File: src/hw/rtl/lcp_pkg.sv
// lcp_pkg: widths, lane wiring and constants for the leading minor positivity check
// no dependencies; imported by lcp_lane, lcp_merge and the top level
package lcp_pkg;

  localparam int MATRIX_ORDER = 3;
  localparam int ENTRIES      = MATRIX_ORDER * MATRIX_ORDER;
  localparam int IN_W         = 16;
  localparam int PAIR_W       = 2 * IN_W;
  localparam int TRIPLE_W     = 3 * IN_W;
  localparam int MIN_W        = 49;
  localparam int LANES        = 6;
  localparam int IN_DATA_W    = ENTRIES * IN_W;
  localparam int OUT_FIELDS_W = 2 * MIN_W + 1;
  localparam int OUT_DATA_W   = ((OUT_FIELDS_W + 7) / 8) * 8;
  localparam int STAGES       = 4;

  // alignment of the smaller minors to q25.24
  localparam int SHIFT_ENTRY = 16;
  localparam int SHIFT_PAIR  = 8;

  localparam logic signed [MIN_W-1:0] POS_MAX = {1'b0, {(MIN_W-1){1'b1}}};

  // entry order in tdata: a00 a10 a20 a01 a11 a21 a02 a12 a22
  // lane k forms entry[x]*entry[y]*entry[z]; lanes 1, 2 and 5 are subtracted
  localparam int LANE_X [LANES] = '{0, 0, 3, 3, 6, 6};
  localparam int LANE_Y [LANES] = '{4, 7, 1, 7, 1, 4};
  localparam int LANE_Z [LANES] = '{8, 5, 8, 2, 5, 2};

  typedef struct packed {
    logic valid;
    logic last;
  } lcp_tag_t;

endpackage

File: src/hw/rtl/lcp_lane.sv
// lcp_lane: one triple product lane, pair product then product with the third entry
// depends on lcp_pkg
module lcp_lane
  import lcp_pkg::*;
(
  input  logic                       clk,
  input  logic                       en,
  input  logic signed [IN_W-1:0]     x,
  input  logic signed [IN_W-1:0]     y,
  input  logic signed [IN_W-1:0]     z,
  output logic signed [PAIR_W-1:0]   pair,
  output logic signed [TRIPLE_W-1:0] triple
);

  logic signed [IN_W-1:0] z_q;

  always_ff @(posedge clk) begin
    if (en) begin
      pair   <= PAIR_W'(x) * PAIR_W'(y);
      z_q    <= z;
      triple <= TRIPLE_W'(pair) * TRIPLE_W'(z_q);
    end
  end

endmodule

File: config.mk
export PLATFORM = sky130hd
export DESIGN_NAME = lcp_lane
export DESIGN_NICKNAME = d
export VERILOG_FILES = /design/src/hw/rtl/lcp_pkg.sv /design/src/hw/rtl/lcp_lane.sv
export SDC_FILE = /design/constraint.sdc
export NUM_CORES = 2
export LEC_CHECK = 0
export ABC_AREA = 0
export BUFFER_PORTS_ARGS = -buffer_cell sky130_fd_sc_hd__buf_2
export CAP_MARGIN = 0
export CORE_MARGIN = 5
export CORE_UTILIZATION = 35
export CTS_CLUSTER_DIAMETER = 200
export DETAILED_ROUTE_END_ITERATION = 10
export PLACE_DENSITY = 0.61
export SETUP_SLACK_MARGIN = 0.1
export SYNTH_ARGS = -nofsm -noshare
export SYNTH_HDL_FRONTEND = slang
export SYNTH_SLANG_ARGS = --single-unit
File: constraint.sdc
create_clock -name clk -period 20 [get_ports clk]
set_clock_uncertainty 0.1 [all_clocks]
set_input_delay 4 -clock clk [delete_from_list [all_inputs] [get_ports clk]]
set_output_delay 4 -clock clk [all_outputs]
set_load 0.02 [all_outputs]
# Yosys cells after proc, flatten, opt, wreduce, memory -nomap -nowiden
# Index checks and enable logic that the tools add are counted.
totals:
  reg_bits: 96
  in_bits: 50
  out_inout_bits: 80
  elab_cells: 5
op_classes:
  n_mul: 2
ops:
  columns: ["op", "count"]
  rows:
  - ["32-bit by 16-bit multiplier with 48-bit output", 1]
  - ["16-bit by 16-bit multiplier with 32-bit output", 1]

# Logic depth before layout (Yosys ltp)
logic_depth:
  depth_word: 1
  depth_mapped: 25
  ltp_nobuf: 24

# Worst setup path after synthesis
# Ideal clock, no wire load.
synth_timing:
  path_kind: "in2reg"
  start: "input port x[15]"
  end: "register pair[29] (data pin)"
  setup_ps: 258
  t_arrival_ps: 9367
  required_ps: 19642
  slack_ps: 10276
  path_stages: 23
  path_buffers: 1
  path_cell_list: "clkbuf_1 -> nand2_1 -> inv_1 -> fa_1 -> inv_1 -> fa_1 -> inv_1 -> fa_1 -> fa_1 -> fa_1 -> inv_1 -> fa_1 -> inv_1 -> ha_1 -> a21oi_1 -> o21ai_0 -> a21o_1 -> a21oi_1 -> o21ai_0 -> a22o_1 -> or3_1 -> a21oi_1 -> xnor2_1"
synth_between:
  elab_chain_cells: 1
synth_rtl:
  columns: ["item", "line_no", "text"]
  rows:
  - ["from (decl)", "lcp_lane.sv:8", "input logic signed [IN_W-1:0] x,"]
  - ["16-bit by 16-bit multiplier with 32-bit output", "lcp_lane.sv:19", "pair <= PAIR_W'(x) * PAIR_W'(y);"]
  - ["to (signal assigned)", "lcp_lane.sv:19", null]
  - ["to (decl)", "lcp_lane.sv:11", "output logic signed [PAIR_W-1:0] pair,"]
# No other way between the ends.
# A chain may end at the register's enable or synchronous reset.

# Final worst setup path
layout_timing:
  start: "input port y[1]"
  end: "register pair[31] (data pin)"
layout_between:
  elab_chain_cells: 1
layout_rtl:
  columns: ["item", "line_no", "text"]
  rows:
  - ["from (decl)", "lcp_lane.sv:9", "input logic signed [IN_W-1:0] y,"]
  - ["16-bit by 16-bit multiplier with 32-bit output", "lcp_lane.sv:19", null]
# No other way between the ends.

==> key figures <==
Outcome
  • Outcome: finished clean

GRT
  • Vias in the first global route: 23700
  • Tot GR Track Use: 17.6%
  • Total grt overflow: 0
  • Global-route wire length before repair: 130000 um
  • Initial antenna violation count: 6
  • Largest net degree at the start of global routing: 50

STA
  • Final Cycle Share: 49.0%
  • Worst slew margin: 34.0%
  • Total negative setup slack: 0 ns
  • Achievable Freq: 102 MHz
  • Unrepaired setup endpoints after global routing: no
  • Final Hold Vio Count: 0
  • Actual slew at the worst max-slew pin: 0.990 ns
  • Slew Limit Fails: 0
  • Final setup viols: 0
  • Fin Hold WS: 0.739 ns
  • Minimum clock period: 9.81 ns

Floorplanning
  • Cell Rows: 108
  • Core Region: 0.0865 sq mm
  • Ports: 130
  • Initial core utilization: 35.1%
  • Die X-Extent: 304 um
  • Chip height: 304 um
  • DIE AREA: 0.0927 sq mm

Place
  • I/O Buffers: 129
  • GPL Wtd Cong: 0.873
  • DP HPWL: 61700 um

Drt
  • DR DRC count: 0
  • Vias/cell: 4.77
  • Metal2 WL: 39400 um
  • Max layer used: met5
  • Met3 wire length: 4090 um
  • Antenna viol nets, final: 0
  • TritonRoute pass-1 iters: 5
  • DRT iter0 DRCs: 1193
  • Routed length per instance: 17.8 um
  • Via count: 21100
  • Routed wire length: 78500 um
  • Metal-1 WL: 32800 um

Critical path
  • CP Max Fanout: 16
  • Worst R2R End: triple[46]
  • Type of the worst setup path: input pin to flip-flop
  • Reg2Reg Depth: 21
  • Crit end category: flip-flop
  • CP Launch Type: input pin
  • Worst EP arrival: 9.92 ns
  • Req. time, crit path: 20.12 ns
  • Worst R2R Start: z_q[15]
  • Register-to-register setup slack: 12.41 ns

Synth
  • Synth async-reset ratio: 0%
  • Synthesized Nets: 4199
  • Mapped Area: 0.0303 sq mm
  • Ys Warns: 0
  • Yosys top cell area share: 49.3%
  • Post-synth top flop: edfxtp_1
  • Post-synth EDFFs: 96
  • Main area contributors after synthesis: fa_1 49%, inv_1 11%, edfxtp_1 9.5%, ha_1 8.1%, and2_1 6.1%
  • Syn_area_per_cell: 9.47 sq um
  • Post-synthesis sequential area ratio: 9.50%
  • Mapped Cells: 3205
  • Yosys reg bits: 96
  • Synth unique cells: 56
  • Yosys top cell by area: fa_1

Worst hold path
  • Hold Path Sink: triple[0]
  • HP Class: flip-flop to flip-flop
  • Hold_sp: pair[0]
  • Hold depth: 2

Clocking
  • CTS tree: built
  • CTS Buffer Depth: 2
  • Root Buffer: clkbuf_16
  • Postcts setup bufs: 0
  • Cts repair resizes: 0
  • CTS sink cnt: 96
  • Worst skew pair latency: 0.40 ns
  • Hold Buf Count CTS: 0
  • TritonCTS buffer count: 9
  • Clk pin slew, worst setup/hold paths: 0.09 ns
  • Htree depth: 3

Layout
  • Layout cell share with drive strength beyond 1: 5.70%
  • Commonest non-fill, non-tap cell in the layout: inv_1
  • Area of the multi-input gates: 0.0238 sq mm
  • Final core utilization: 37.6%
  • Final nets: 4252
  • Most frequent cells in the layout: 855 x inv_1, 748 x fa_1, 465 x nand2_1, 298 x and2_1, 196 x ha_1
  • Area Growth Syn to Fin: 7.15%
  • Reg area: 0.00288 sq mm
  • Fillers: 8773

Run
  • Max-cap violations: 0
[kinds of logic (layout without fill, tap and decap cells)]
family | Yosys count | after routing | synth area share (%)
adder cells (fa/ha/maj) | 944 | 944 | 57.4
multiplexers | 1 | 1 | 0.0330
buffers and inverters | 973 | 1031 | 12.0
flip-flops | 96 | 96 | 9.50
other | 0 | 2 | 0
AND/OR/NAND/NOR | 909 | 909 | 14.3
XOR/XNOR | 83 | 83 | 2.40
AO/OA/AOI/OAI | 199 | 199 | 4.31
[cells in the mapped netlist, drive strengths merged, types with 4 or more instances]
library cell / n
xor2: 22
o31ai: 7
and3: 6
inv: 855
fa: 748
a211oi: 7
a21o: 23
o21bai: 11
nor3: 11
nor2b: 5
ha: 196
nand2b: 23
a31oi: 7
clkbuf: 115
o211ai: 4
edfxtp: 96
a21oi: 72
nand4: 7
and2: 298
xnor2: 61
o21ai: 37
nor2: 64
o21a: 7
nand3: 19
nand2: 465
or3: 4
[area by class of cell]
| type | count | share of cell area (%) |
|---|---|---|
| Sequential cell | 96 | 8.86 |
| Multi-Input combinational cell | 2136 | 73.2 |
| Tap cell | 1155 | 4.44 |
| Antenna cell | 2 | 0.0154 |
| Clock buffer | 9 | 0.693 |
| Timing Repair Buffer | 159 | 2.69 |
| Inverter | 856 | 9.88 |
| Clock inverter | 7 | 0.189 |
[worst max path at each step]
| stage | to | start | cells past startpoint | slack, ns |
|---|---|---|---|---|
| 2_1_floorplan | pair[29] | x[15] | 23 | 10.28 |
| 3_3_place_gp | pair[31] | y[1] | 23 | 9.90 |
| 3_5_place_dp | pair[31] | y[1] | 23 | 9.72 |
| 4_1_cts | pair[31] | y[1] | 23 | 10.16 |
| 5_1_grt | pair[31] | y[1] | 23 | 9.81 |
| 6_report | pair[31] | y[1] | 23 | 10.19 |
[critical path: stages]
cell,delay (ns)
buf_2,0.21
nand2_1,0.16
inv_1,0.10
fa_1,0.64
inv_1,0.13
fa_1,0.49
inv_1,0.05
fa_1,0.48
fa_1,0.51
fa_1,0.50
inv_1,0.05
fa_1,0.47
inv_1,0.04
ha_1,0.32
a21oi_1,0.23
o21ai_0,0.10
a21o_1,0.18
a21oi_1,0.15
o21ai_0,0.12
a22o_1,0.21
o41ai_1,0.45
nor2_1,0.09
a211oi_1,0.24
[layer usage]
metal	vias up	track usage, %
li1	9414	-
met1	10900	22.8
met2	599	31.2
met3	150	2.19
met4	6	5.11
met5	-	0
[flip-flops by register name (all words and copies together) (netlist names)]
signal and cells:
pair 32, triple 48, z_q 16
[stage by stage]
stage,cell area (sq um),std cells,worst slack (ns)
global route,32500,4419,9.81
global placement,32200,4402,9.90
detailed placement,32200,4402,9.72
CTS,32500,4418,10.16
finish,32500,4420,10.19
floorplan,30300,3205,10.28
Power is left out: the tool's default activity adds up to more than one toggle a clock period on the data nets, which glitch-free logic cannot reach.
