[src/hw/rtl/lcp_pkg.sv]
// lcp_pkg: widths, lane wiring and constants for the leading minor positivity check
// no dependencies; imported by lcp_lane, lcp_merge and the top level
package lcp_pkg;

  localparam int MATRIX_ORDER = 3;
  localparam int ENTRIES      = MATRIX_ORDER * MATRIX_ORDER;
  localparam int IN_W         = 16;
  localparam int PAIR_W       = 2 * IN_W;
  localparam int TRIPLE_W     = 3 * IN_W;
  localparam int MIN_W        = 49;
  localparam int LANES        = 6;
  localparam int IN_DATA_W    = ENTRIES * IN_W;
  localparam int OUT_FIELDS_W = 2 * MIN_W + 1;
  localparam int OUT_DATA_W   = ((OUT_FIELDS_W + 7) / 8) * 8;
  localparam int STAGES       = 4;

  // alignment of the smaller minors to q25.24
  localparam int SHIFT_ENTRY = 16;
  localparam int SHIFT_PAIR  = 8;

  localparam logic signed [MIN_W-1:0] POS_MAX = {1'b0, {(MIN_W-1){1'b1}}};

  // entry order in tdata: a00 a10 a20 a01 a11 a21 a02 a12 a22
  // lane k forms entry[x]*entry[y]*entry[z]; lanes 1, 2 and 5 are subtracted
  localparam int LANE_X [LANES] = '{0, 0, 3, 3, 6, 6};
  localparam int LANE_Y [LANES] = '{4, 7, 1, 7, 1, 4};
  localparam int LANE_Z [LANES] = '{8, 5, 8, 2, 5, 2};

  typedef struct packed {
    logic valid;
    logic last;
  } lcp_tag_t;

endpackage

[src/hw/rtl/lcp_merge.sv]
// lcp_merge: folds the six lane products into the 3x3 determinant and picks the least minor
// depends on lcp_pkg
module lcp_merge
  import lcp_pkg::*;
(
  input  logic                       clk,
  input  logic                       en,
  input  logic signed [TRIPLE_W-1:0] triple [LANES],
  input  logic signed [MIN_W-1:0]    minor0,
  input  logic signed [MIN_W-1:0]    minor1,
  output logic signed [MIN_W-1:0]    point_min
);

  logic signed [MIN_W-1:0] s0;
  logic signed [MIN_W-1:0] s1;
  logic signed [MIN_W-1:0] s2;
  logic signed [MIN_W-1:0] min01;
  logic signed [MIN_W-1:0] det;

  assign det = s0 + s1 + s2;

  always_ff @(posedge clk) begin
    if (en) begin
      // signed pair sums of the expansion
      s0        <= MIN_W'(triple[0]) - MIN_W'(triple[1]);
      s1        <= MIN_W'(triple[3]) - MIN_W'(triple[2]);
      s2        <= MIN_W'(triple[4]) - MIN_W'(triple[5]);
      min01     <= (minor1 < minor0) ? minor1 : minor0;
      point_min <= (det < min01) ? det : min01;
    end
  end

endmodule
[config.mk]
export PLATFORM = sky130hd
export DESIGN_NAME = lcp_merge
export DESIGN_NICKNAME = d
export VERILOG_FILES = /design/src/hw/rtl/lcp_pkg.sv /design/src/hw/rtl/lcp_merge.sv
export SDC_FILE = /design/constraint.sdc
export NUM_CORES = 1
export LEC_CHECK = 0
export ABC_AREA = 1
export BUFFER_PORTS_ARGS = -buffer_cell sky130_fd_sc_hd__buf_2
export CAP_MARGIN = 20
export CORE_UTILIZATION = 59
export CTS_CLUSTER_DIAMETER = 150
export CTS_CLUSTER_SIZE = 8
export DETAILED_ROUTE_END_ITERATION = 16
export HOLD_SLACK_MARGIN = 0.08
export PLACE_DENSITY = 0.8
export SYNTH_ARGS = -nofsm -noshare
export SYNTH_HDL_FRONTEND = slang
export SYNTH_SLANG_ARGS = --single-unit
export TNS_END_PERCENT = 30
[constraint.sdc]
create_clock -name clk -period 4.3 [get_ports clk]
set_clock_uncertainty 0.2 [all_clocks]
set_input_delay 0.43 -clock clk [delete_from_list [all_inputs] [get_ports clk]]
set_output_delay 0.43 -clock clk [all_outputs]
set_load 0.05 [all_outputs]
==> summary.txt, run 1 <==
Run status
  – Outcome: aborted with a tool error
  – Stop stage: global routing
  – Run Error: [ERROR GRT-0232] Routing congestion too high. Check the congestion heatmap in the GUI.

Synthesis
  – Cell Area, Synth: approximately 27000 um2
  – Asr flop ratio synth: 0%
  – Mean area per synthesized cell: 6.70 um2
  – Flops & latches, synth: ~250
  – Sequential fraction of the synthesis area: between 20% and 30%
  – YS warnings: 0
  – Post-synth EDFFs: about 250
  – Synth Instances: 4057
  – Synth cell types: 36
  – Syn nets: 4784
  – Synth Flop Type: edfxtp_1

Global route
  – Global route overflow: 168
  – Global Route Usage Sum: ~74%
  – Antenna violations before repair: 35
  – Largest net degree at the start of global routing: 92

Place
  – Port buffer count: between 400 and 500
  – Cells after DPL: about 5200
  – Pre-CTS WS: -0.387 ns
  – Placer congestion estimate: 1.07
  – Dpl hpwl: 81.8 mm

CTS
  – Max Buffers Root-to-Sink: 3
  – H-tree depth: 2
  – CTS root buf: clkbuf_16
  – Clock sink count: 245
  – TritonCTS buffer count: 36

Timing
  – Worst endpoint pin kind: register input
  – GRT repair_timing worst endpoint: point_min[21]$_DFFE_PP_/D

Floorplan
  – Starting density of the core: approximately 60%
  – Die width: 217 um
  – FP Rows: about 80
  – DIE HEIGHT: 217 um
  – I/O pins: 437
## logic make-up after synthesis
logic type	synth area share, %
adders and majority gates	17.0
and+or+nand+nor	30.7
DFF	27.1
xor gates and xnor gates	4.22
buffers and inverters	11.5
AOI/OAI and AO/OA	9.52
## metrics by stage
stage | area, um2 | TNS (ns)
4_1_cts | 33800 | -4.25
3_5_place_dp | 31400 | -16.47
3_3_place_gp | 31400 | -8.82
2_1_floorplan | 27200 | 0
## cells in the mapped netlist (all sizes together) (3+ instances only)
| cell type | n | area [um2] |
|---|---|---|
| nand2 | 1237 | 4660 |
| inv | 775 | 2910 |
| nor2 | 415 | 1560 |
| nand3 | 306 | 1540 |
| ha | 287 | 3590 |
| a21oi | 264 | 1320 |
| edfxtp | 245 | 7360 |
| o21ai | 127 | 636 |
| xor2 | 113 | 990 |
| fa | 52 | 1040 |
| nand4 | 47 | 294 |
| buf | 29 | 195 |
| nor3 | 29 | 156 |
| o21bai | 18 | 135 |
| xnor2 | 18 | 158 |
| a21o | 17 | 128 |
| a31oi | 13 | 81.3 |
| o21a | 12 | 90.1 |
| o211ai | 11 | 82.6 |
| a21boi | 9 | 67.6 |
| and3 | 9 | 56.3 |
| clkbuf | 6 | 22.5 |
| and2 | 5 | 31.3 |
| a211oi | 3 | 22.5 |
| nor4 | 3 | 18.8 |
| o311ai | 3 | 26.3 |
## what timing repair did
item	4_1_cts
resized for setup	69
buffers inserted	5
setup endpoints to repair	49
pin swaps	18
hold buffers	93
cloned	3
hold endpoints to repair	48
## layer usage
layer  overflow  track usage [%]
met5          0             44.8
met4         65             58.9
met3         12             59.8
met2         64             88.9
met1         27             79.0
==> run 2: changes to the inputs <==
--- a/config.mk
+++ b/config.mk
@@ -8,12 +8,9 @@
 export ABC_AREA = 1
 export BUFFER_PORTS_ARGS = -buffer_cell sky130_fd_sc_hd__buf_2
 export CAP_MARGIN = 20
-export CORE_UTILIZATION = 59
-export CTS_CLUSTER_DIAMETER = 150
-export CTS_CLUSTER_SIZE = 8
+export CORE_UTILIZATION = 40
 export DETAILED_ROUTE_END_ITERATION = 16
-export HOLD_SLACK_MARGIN = 0.08
-export PLACE_DENSITY = 0.8
+export PLACE_DENSITY_LB_ADDON = 0.15
 export SYNTH_ARGS = -nofsm -noshare
 export SYNTH_HDL_FRONTEND = slang
 export SYNTH_SLANG_ARGS = --single-unit
==> run 2 against run 1 <==
The flow now finishes without violations; area after synthesis did not move; synthesized cell count did not move.
==> summary.txt, run 2 <==
Synthesis
  – Post-synth EDFFs: 245 (unchanged)
  – Synth Instances: 4057 (unchanged)
  – Synth Area in Adders: 17.0% (unchanged)
  – Syn nets: 4784 (unchanged)
  – Synth cell types: 36 (unchanged)
  – Synth Flop Type: edfxtp_1 (unchanged)
  – YS warnings: 0 (unchanged)
  – Flops & latches, synth: 245 (unchanged)
  – Portion of netlist area occupied by mux cells: 0% (unchanged)
  – Largest family of logic cells by synthesized area: simple AND/OR/NAND/NOR gates (unchanged)
  – Synth top cells by count: nand2_1 (1232), inv_1 (775), nor2_1 (414) (unchanged)
  – Synth Area in XOR/XNOR: 4.22% (unchanged)
  – Count leader, synth: nand2_1 (unchanged)
  – Synth area leader: edfxtp_1 (unchanged)
  – Area share of the leading cell type in the synthesized netlist: 27.1% (unchanged)
  – Mean area per synthesized cell: 6.70 um2 (unchanged)
  – Sequential fraction of the synthesis area: 27.1% (unchanged)
  – Cell Area, Synth: 27200 um2 (unchanged)
  – Synth area leaders: edfxtp_1 (27%), nand2_1 (17%), ha_1 (13%) (unchanged)
  – Post-synthesis compound-gate area fraction: 9.52% (unchanged)
  – Synth Area in Simple Gates: 30.7% (unchanged)
  – Asr flop ratio synth: 0% (unchanged)

Floorplan
  – Die area: between 60000 and 70000 um2
  – FP Rows: 95 (was 78)
  – DIE HEIGHT: 263 um (was 217 um)
  – Starting density of the core: 40.4% (was 59.9%)
  – Die width: 263 um (was 217 um)
  – Core area: 67300 um2
  – I/O pins: 437 (unchanged)

Timing
  – Relative slew slack: 33.0%
  – Worst setup margin: 0.00223 ns
  – Final-report max-slew violation count: 0
  – Fin. Hold Viols: 0
  – Final period utilization: 99.9%
  – # setup viols final: 0
  – Final setup TNS: 0 ns
  – Slew @ Worst Pin: 1.00 ns
  – RSZ-0062 raised after global routing: yes
  – Hold WS: 0.0144 ns
  – Final Critical Period: 4.30 ns
  – Max Clk Rate: approximately 230 MHz

Detailed routing
  – Vias after detailed routing: about 28000
  – Residual DRC: 0
  – DR vias/cell: 5.04
  – Antenna viol nets, final: 0
  – WL final: around 100 mm
  – Post-DR wirelength/cell: 17.8 um
  – DR pass1 iterations: 6
  – Initial DRC count: 2001

Global route
  – Vias in the first global route: 27700
  – Global route overflow: 0
  – Largest net degree at the start of global routing: 108
  – Antenna violations before repair: 0
  – First-pass GRT wire length: 153 mm
  – Global Route Usage Sum: 28.4%

CTS
  – TritonCTS buffer count: 29 (was 36)
  – CTS tree: done
  – Max Buffers Root-to-Sink: 3 (unchanged)
  – CTS root buf: clkbuf_16 (unchanged)
  – H-tree depth: 1 (was 2)
  – Clk_lat worst skew: 0.58 ns
  – Clk pin slew, worst setup/hold paths: 0.06 ns
  – Clock sink count: 245 (unchanged)

Worst setup path
  – Largest stage delay on the critical path: 0.57 ns
  – Crit-path most repeated cell: nand2_1
  – CP startpoint kind: flip-flop
  – Worst EP required: 4.42 ns
  – CP Capture Type: flip-flop
  – Crit path kind: reg -> reg
  – WP data arrival: 4.42 ns
  – Reg2Reg Depth: 26
  – CP max FO: 17
  – CP max-delay cell: fa_1

Final layout
  – Final non-filler cell area: 34900 um2
  – Area grow syn2layout: 28.4%
  – Final Core Density: 51.9%
  – Most common cell after layout, fill and taps aside: nand2_1
  – Ant. Diodes: 0
  – Nets: roughly 5500
  – Layout cells sized above 1: 19.9%
  – Commonest cells after routing, fill and taps aside: nand2_1 (1149), inv_1 (768), buf_2 (435)
  – Final cell count without fillers: around 5700

Power and ir drop
  – Worst VDD drop: 0.440 mV
  – Design Power: 21.8 mW
  – Pwr dens: approximately 620 nW/um2
  – Leak: about 18 nW

Worst hold path
  – Hold Crit Class: in -> reg
  – Hold Path Stages: 3

Place
  – Port buffer count: 436 (unchanged)
  – Placer congestion estimate: 1.04 (was 1.07)
  – Pre-CTS WS: -0.299 ns (was -0.387 ns)
  – Dpl hpwl: 85.3 mm (was 81.8 mm)
  – Cells after DPL: 5523 (was 5246)
  – Dpl cell area: 31800 um2 (was 31400 um2)

Run
  – Max-cap check violation count: 0

Run status
  – Outcome: finished clean (was aborted with a tool error)
-- run 2: cell counts after synthesis --
No cell type changed its count.
-- run 2: cell type report --
class                           count  area [um2]
Multi-Input combinational cell   3002       18100
Timing Repair Buffer              709        4540
Clock buffer                       29         726
Sequential cell                   245        7360
Fill cell                        6832       32400
Tap cell                          873        1090
Clock inverter                     22         179
Inverter                          775        2910
-- run 2: what timing repair did --
item,4_1_cts,5_1_grt
buffers inserted,3,6
cloned,0,2
resized for setup,88,195
hold buffers,70,0
pin swaps,18,58
endpoints found under the hold margin,35,0
endpoints found under the setup margin,49,49
-- run 2: cell families (layout without fill, tap and decap cells) --
| logic type | after synthesis | after routing |
|---|---|---|
| and+or+nand+nor | 2055 | 2055 |
| DFF | 245 | 245 |
| adders and majority gates | 339 | 339 |
| xor gates and xnor gates | 131 | 131 |
| buffers and inverters | 810 | 1535 |
| AOI/OAI and AO/OA | 477 | 477 |
-- run 2: report_power, final --
group	internal, mW	switching (mW)	total [mW]
registers	3.62	0.320	3.94
clock network	1.30	1.08	2.39
logic	6.35	9.12	15.5
-- run 2: layer usage --
layer	vias to the layer above	wire length, um	track usage, %
li1	14400	-	-
met2	888	47600	48.6
met5	-	0	0
met1	13100	44900	38.1
met4	0	3230	8.28
met3	143	5110	2.04
-- run 2: path summary, 6_finish.rpt --
check	end	start	slack [ns]
max	point_min[7]$_DFFE_PP_	s2[6]$_DFFE_PP_	0.002
min	min01[44]$_DFFE_PP_	minor1[44]	0.01
max reg2reg	point_min[7]$_DFFE_PP_	s2[6]$_DFFE_PP_	0.002
min reg2reg	point_min[45]$_DFFE_PP_	min01[45]$_DFFE_PP_	0.34
-- run 2: worst max-delay path, delay by kind of cell, from the launching register on --
family,cells,cell delay [ns]
DFF,1,0.48
adders and majority gates,3,1.05
buffers and inverters,5,0.76
and+or+nand+nor,18,1.58
(Power assumes the default switching activity.)
